==> config.mk <==
export PLATFORM = sky130hd
export DESIGN_NAME = skoc_ctrl
export DESIGN_NICKNAME = d
export VERILOG_FILES = /design/src/sv/skoc_pkg.sv /design/src/sv/skoc_ctrl.sv
export SDC_FILE = /design/constraint.sdc
export NUM_CORES = 1
export LEC_CHECK = 0
export BUFFER_PORTS_ARGS = -buffer_cell sky130_fd_sc_hd__buf_2
export CORE_AREA = 3 3 40 42
export CTS_BUF_LIST = sky130_fd_sc_hd__clkbuf_8
export DETAILED_ROUTE_END_ITERATION = 6
export DIE_AREA = 0 0 43 45
export GPL_TIMING_DRIVEN = 1
export PLACE_DENSITY_LB_ADDON = 0.2
export SLEW_MARGIN = 15
export SYNTH_ARGS = -nofsm -noshare
export SYNTH_HDL_FRONTEND = slang
export SYNTH_SLANG_ARGS = --single-unit
==> constraint.sdc <==
create_clock -name i_clk -period 4.1 [get_ports i_clk]
set_clock_uncertainty 0.15 [all_clocks]
set_input_delay 0.82 -clock i_clk [delete_from_list [all_inputs] [get_ports i_clk]]
set_output_delay 0.82 -clock i_clk [all_outputs]
set_load 0.02 [all_outputs]
==> src/sv/skoc_pkg.sv <==
// Shared constants, codes and control types for the sorted key occurrence counter.
package skoc_pkg;

    // Storage geometry.
    localparam int DEPTH   = 1024;
    localparam int ADDR_W  = $clog2(DEPTH);
    localparam int FILL_W  = $clog2(DEPTH + 1);
    localparam int IDX_W   = FILL_W + 1;
    localparam int DATA_W  = 32;
    localparam int COUNT_W = 11;
    localparam int REQ_W   = 2;

    // Request codes carried in req_type.
    typedef enum logic [REQ_W-1:0] {
        REQ_CLEAR  = 2'd0,
        REQ_APPEND = 2'd1,
        REQ_COUNT  = 2'd2
    } t_req;

    // Controller states, one-hot.
    typedef enum logic [4:0] {
        ST_IDLE  = 5'b00001,
        ST_PROBE = 5'b00010,
        ST_CMP   = 5'b00100,
        ST_NBR   = 5'b01000,
        ST_DONE  = 5'b10000
    } t_state;

    // Commands from the controller to the datapath.
    typedef struct packed {
        logic clear;
        logic append;
        logic load_key;
        logic init_search;
        logic last_mode;
        logic issue_mid;
        logic issue_nbr;
        logic go_right;
        logic go_left;
        logic save_first;
        logic load_res;
        logic res_zero;
    } t_cmd;

    // Status from the datapath to the controller.
    typedef struct packed {
        logic fill_zero;
        logic range_empty;
        logic eq;
        logic gt;
        logic at_edge;
    } t_stat;

endpackage

==> src/sv/skoc_ctrl.sv <==
// Controller: request decode and the two binary-search sequences.
module skoc_ctrl import skoc_pkg::*; (
    input  logic             i_clk,
    input  logic             i_rst_n,
    input  logic             i_in_valid,
    input  logic [REQ_W-1:0] i_req_type,
    output logic             o_in_ready,
    output logic             o_out_valid,
    input  logic             i_out_ready,
    input  t_stat            i_stat,
    output t_cmd             o_cmd
);

    t_state r_state, n_state;
    logic   r_last, n_last;
    logic   r_zero, n_zero;
    logic   r_out_valid;
    logic   w_accept;

    assign o_in_ready = (r_state == ST_IDLE);
    assign w_accept   = i_in_valid && o_in_ready;

    // Next state and commands.
    always_comb begin
        n_state = r_state;
        n_last  = r_last;
        n_zero  = r_zero;
        o_cmd   = '0;
        o_cmd.last_mode = r_last;
        o_cmd.res_zero  = r_zero;
        case (r_state)
            ST_IDLE: begin
                if (w_accept) begin
                    case (i_req_type)
                        REQ_CLEAR:  o_cmd.clear  = 1'b1;
                        REQ_APPEND: o_cmd.append = 1'b1;
                        REQ_COUNT: begin
                            o_cmd.load_key    = 1'b1;
                            o_cmd.init_search = 1'b1;
                            n_last = 1'b0;
                            n_zero = i_stat.fill_zero;
                            n_state = i_stat.fill_zero ? ST_DONE : ST_PROBE;
                        end
                        default: ;
                    endcase
                end
            end
            ST_PROBE: begin
                if (i_stat.range_empty) begin
                    // No match in this search: the count is zero.
                    n_zero  = 1'b1;
                    n_state = ST_DONE;
                end else begin
                    o_cmd.issue_mid = 1'b1;
                    n_state = ST_CMP;
                end
            end
            ST_CMP: begin
                if (i_stat.eq) begin
                    if (i_stat.at_edge) begin
                        if (!r_last) begin
                            o_cmd.save_first  = 1'b1;
                            o_cmd.init_search = 1'b1;
                            n_last  = 1'b1;
                            n_state = ST_PROBE;
                        end else begin
                            n_zero  = 1'b0;
                            n_state = ST_DONE;
                        end
                    end else begin
                        o_cmd.issue_nbr = 1'b1;
                        n_state = ST_NBR;
                    end
                end else if (i_stat.gt) begin
                    o_cmd.go_right = 1'b1;
                    n_state = ST_PROBE;
                end else begin
                    o_cmd.go_left = 1'b1;
                    n_state = ST_PROBE;
                end
            end
            ST_NBR: begin
                if (!i_stat.eq) begin
                    // The neighbor differs, so the probe is the boundary match.
                    if (!r_last) begin
                        o_cmd.save_first  = 1'b1;
                        o_cmd.init_search = 1'b1;
                        n_last  = 1'b1;
                        n_state = ST_PROBE;
                    end else begin
                        n_zero  = 1'b0;
                        n_state = ST_DONE;
                    end
                end else if (r_last) begin
                    o_cmd.go_right = 1'b1;
                    n_state = ST_PROBE;
                end else begin
                    o_cmd.go_left = 1'b1;
                    n_state = ST_PROBE;
                end
            end
            ST_DONE: begin
                // Load the result once the output register is free.
                if (!r_out_valid || i_out_ready) begin
                    o_cmd.load_res = 1'b1;
                    n_state = ST_IDLE;
                end
            end
            default: n_state = ST_IDLE;
        endcase
    end

    // State registers.
    always_ff @(posedge i_clk) begin
        if (!i_rst_n) begin
            r_state <= ST_IDLE;
            r_last  <= 1'b0;
            r_zero  <= 1'b0;
        end else begin
            r_state <= n_state;
            r_last  <= n_last;
            r_zero  <= n_zero;
        end
    end

    // Output word valid flag.
    always_ff @(posedge i_clk) begin
        if (!i_rst_n) begin
            r_out_valid <= 1'b0;
        end else if (o_cmd.load_res) begin
            r_out_valid <= 1'b1;
        end else if (i_out_ready) begin
            r_out_valid <= 1'b0;
        end
    end

    assign o_out_valid = r_out_valid;

endmodule

==> metrics.txt <==
Worst Max-Slew Pin Slew=380.3 ps; synthesis-to-finish area growth=22.55%; post-synthesis sequential area ratio=roughly 26%; first-pass GRT wire length=between 2000 and 2500 µm; Setup Fix Bufs, Post-CTS=0; Yosys warning count=0; Pwr Density=approximately 260 nW/µm²; post-route insts no fill=around 120; Hold Path Sink=r_zero; Die ar.=approximately 1900 µm²; DR pass1 iterations=4; CTS tree=done; Hold Crit Class=flop to flop; syn_nets=95; RSZ-0062 raised after global routing=false; Clk Latency, worst-skew pair=230 ps; crit path max fanout=10; Max clock buf depth=2; Worst Path Required=roughly 3100 ps; setup_tns=0 ps; largest net degree at the start of global routing=11; Inst Count DP=roughly 120; cts repair resizes=0; critical-path cell list=buf_2 > and4b_1 > o21ai_1 > o21ai_1 > buf_2; NumNets Final=about 120; asr flop ratio synth=0%; hold path start=r_zero; # fillers=between 100 and 150; H-tree depth=1; setup violators final=0; hpwl dp=1044 µm; GRT overflow=0; WL final=roughly 1500 µm; TritonCTS Buffers=3; GRT busiest layer=met2; status=finished clean; Final Util=between 50% and 60%; fin. max-slew vios=0; I/O pin count=25; RR Startpoint=r_state[0]; R2R depth=5; synthesized area per cell=7.463 µm²; CP top delay family=compound AO/OA/AOI/OAI gates; CP startpoint kind=input pin; Post-synth top flop=dfxtp_1; Synth Instances=84; drt wl/cell=between 10 and 15 µm; synthesis-stage register bit count=8; share of cells above drive strength 1=between 30% and 40%; R2R Setup Slk=2330 ps; Chip Height=~45 µm; final hold vios=0; fin crit period=between 2000 and 3000 ps; Post-Syn Area=approximately 630 µm²; DRT iter0 DRCs=8; largest cells by area after synthesis=dfxtp_1, nand2_1, nor2b_1; slowest CP cell=o21ai_1; WP data arrival=around 1700 ps; Port Buffers=24; crit path kind=input pin to output port; DRC Markers=0; Pleak=about 0.00035 µW; CP Buf/Inv Count=2; Placed Area=726.9 µm²; Peak VDD IR=0.1711 mV; row count=13; crit end category=output port; GPL Wtd Cong=around 0.85; max cap viols=0; hold buffer count at cts=0; Clock transition at path regs=approximately 40 ps; GRT met2 Usage=between 20% and 30%; count of cell types in the netlist=34; met3 usage=about 2.8%; final instance area=~770 µm²; Worst Hold Depth=2; Rel. slew slack=roughly three quarters; number of antenna violations at the first check in global routing=0; max frequency=between 0.3 and 0.4 GHz; Core ar.=between 1000 and 1500 µm²; Initial Utilization=48.78%; Final ANT Viol Nets=0; met1 Use GR=22.41%; GRT Total Usage=approximately 18%; largest area contributor in the netlist=dfxtp_1; vias in the first global route=553; # diodes=0; number of vias per cell=5.471; CTS Sinks=8; Max stage delay on crit path=between 200 and 300 ps; vias post-DR=about 650; Final Cycle Share=between 60 and 70%; Crit Reg-Reg Endpoint=r_zero; clock root buffer=clkbuf_8; EDFF count, synth=0; Chip Width=around 43 µm; post-synth top area share=25.55%
cells in the final DEF (no fill, tap or decap):
cell type / Yosys / final
buf_2: 4 / 24
a221oi_1: 1 / 1
a21boi_0: 2 / 2
o2bb2ai_1: 2 / 2
a21boi_1: 1 / 1
clkbuf_8: 0 / 3
inv_1: 4 / 4
or3_4: 1 / 1
a31oi_1: 1 / 1
o211ai_1: 1 / 1
nand2_1: 11 / 11
o21ai_1: 3 / 3
nand4_1: 1 / 1
nor3_1: 3 / 3
o22ai_1: 1 / 1
and3_1: 2 / 2
nand2b_1: 2 / 2
a21oi_1: 2 / 2
nor3b_1: 2 / 2
o21ai_0: 3 / 3
a22o_1: 1 / 1
nand4bb_1: 1 / 1
nor3_2: 1 / 1
a22oi_1: 1 / 1
nor3b_2: 2 / 2
dfxtp_1: 8 / 8
nor2b_1: 5 / 5
and2_1: 3 / 3
and4b_1: 1 / 1
nor2_1: 8 / 8
nor3b_4: 1 / 1
mux2i_1: 1 / 1
xor2_1: 1 / 1
sequential cells by signal (all words and copies together), names as in the netlist:
| name | cells |
|---|---|
| r_zero | 1 |
| r_last | 1 |
| o_out_valid | 1 |
| r_state | 5 |
Yosys cell counts (3+ instances only):
library cell / number
dfxtp_1: 8
and2_1: 3
nand2_1: 11
nor2b_1: 5
buf_2: 4
o21ai_1: 3
nor3_1: 3
o21ai_0: 3
nor2_1: 8
inv_1: 4
cell type report:
class,instances,area [µm²],area share [%]
Clock buffer,3,41.29,5.375
Inverter,4,15.01,1.954
Timing Repair Buffer,24,120.1,15.64
Multi-Input combinational cell,65,412.9,53.75
Sequential cell,8,160.2,20.85
Tap cell,15,18.77,2.443
metrics by stage:
stage                     hold slack, ps  setup WS, ps  total power [µW]
after floorplan                    285.1          1427             97.27
after global placement             300.1          1481             107.1
after detailed placement           307.1          1461             107.5
after CTS                          364.0          1458             202.4
after global routing               381.2          1354             208.7
final                              346.8          1464             201.1
report_power, final:
| part | switching (µW) | total, µW | leakage [µW] | internal [µW] |
|---|---|---|---|---|
| Combinational | 14.8 | 26.3 | 0.000263 | 11.5 |
| Sequential | 1.35 | 80.5 | 0.0000647 | 79.2 |
| Clock | 30.7 | 94.2 | 0.0000216 | 63.6 |
kinds of logic (layout without fill, tap and decap cells):
logic type | after synthesis | after routing | share of synthesized area (%)
AO/OA/AOI/OAI | 19 | 19 | 19.96
AND/OR/NAND/NOR | 44 | 44 | 42.91
XOR/XNOR | 1 | 1 | 1.397
flip-flops | 8 | 8 | 25.55
multiplexers | 1 | 1 | 1.597
buffers and inverters | 11 | 31 | 8.581
worst max-delay path by stage:
stage / from / end / slack [ps] / depth (start not counted)
2_1_floorplan: i_stat[2] / o_cmd[8] / 1430 / 4
3_3_place_gp: i_stat[2] / o_cmd[8] / 1480 / 5
4_1_cts: i_stat[2] / o_cmd[8] / 1460 / 5
5_1_grt: r_state[0] / o_cmd[10] / 1350 / 5
3_5_place_dp: i_stat[2] / o_cmd[8] / 1460 / 5
6_report: i_stat[2] / o_cmd[8] / 1460 / 5
metal layers:
metal / part of all wire (%) / up-vias
met5: 0 / -
met4: 1.7 / 0
met3: 7.5 / 5
met2: 47 / 22
met1: 44 / 292
li1: - / 332
worst min-delay path, delay by kind of cell (launching register included):
kind / cells / cell delay, ps
flops: 1 / 300
mux: 1 / 70
simple gates: 1 / 60
Power figures use the tool's default switching activity.
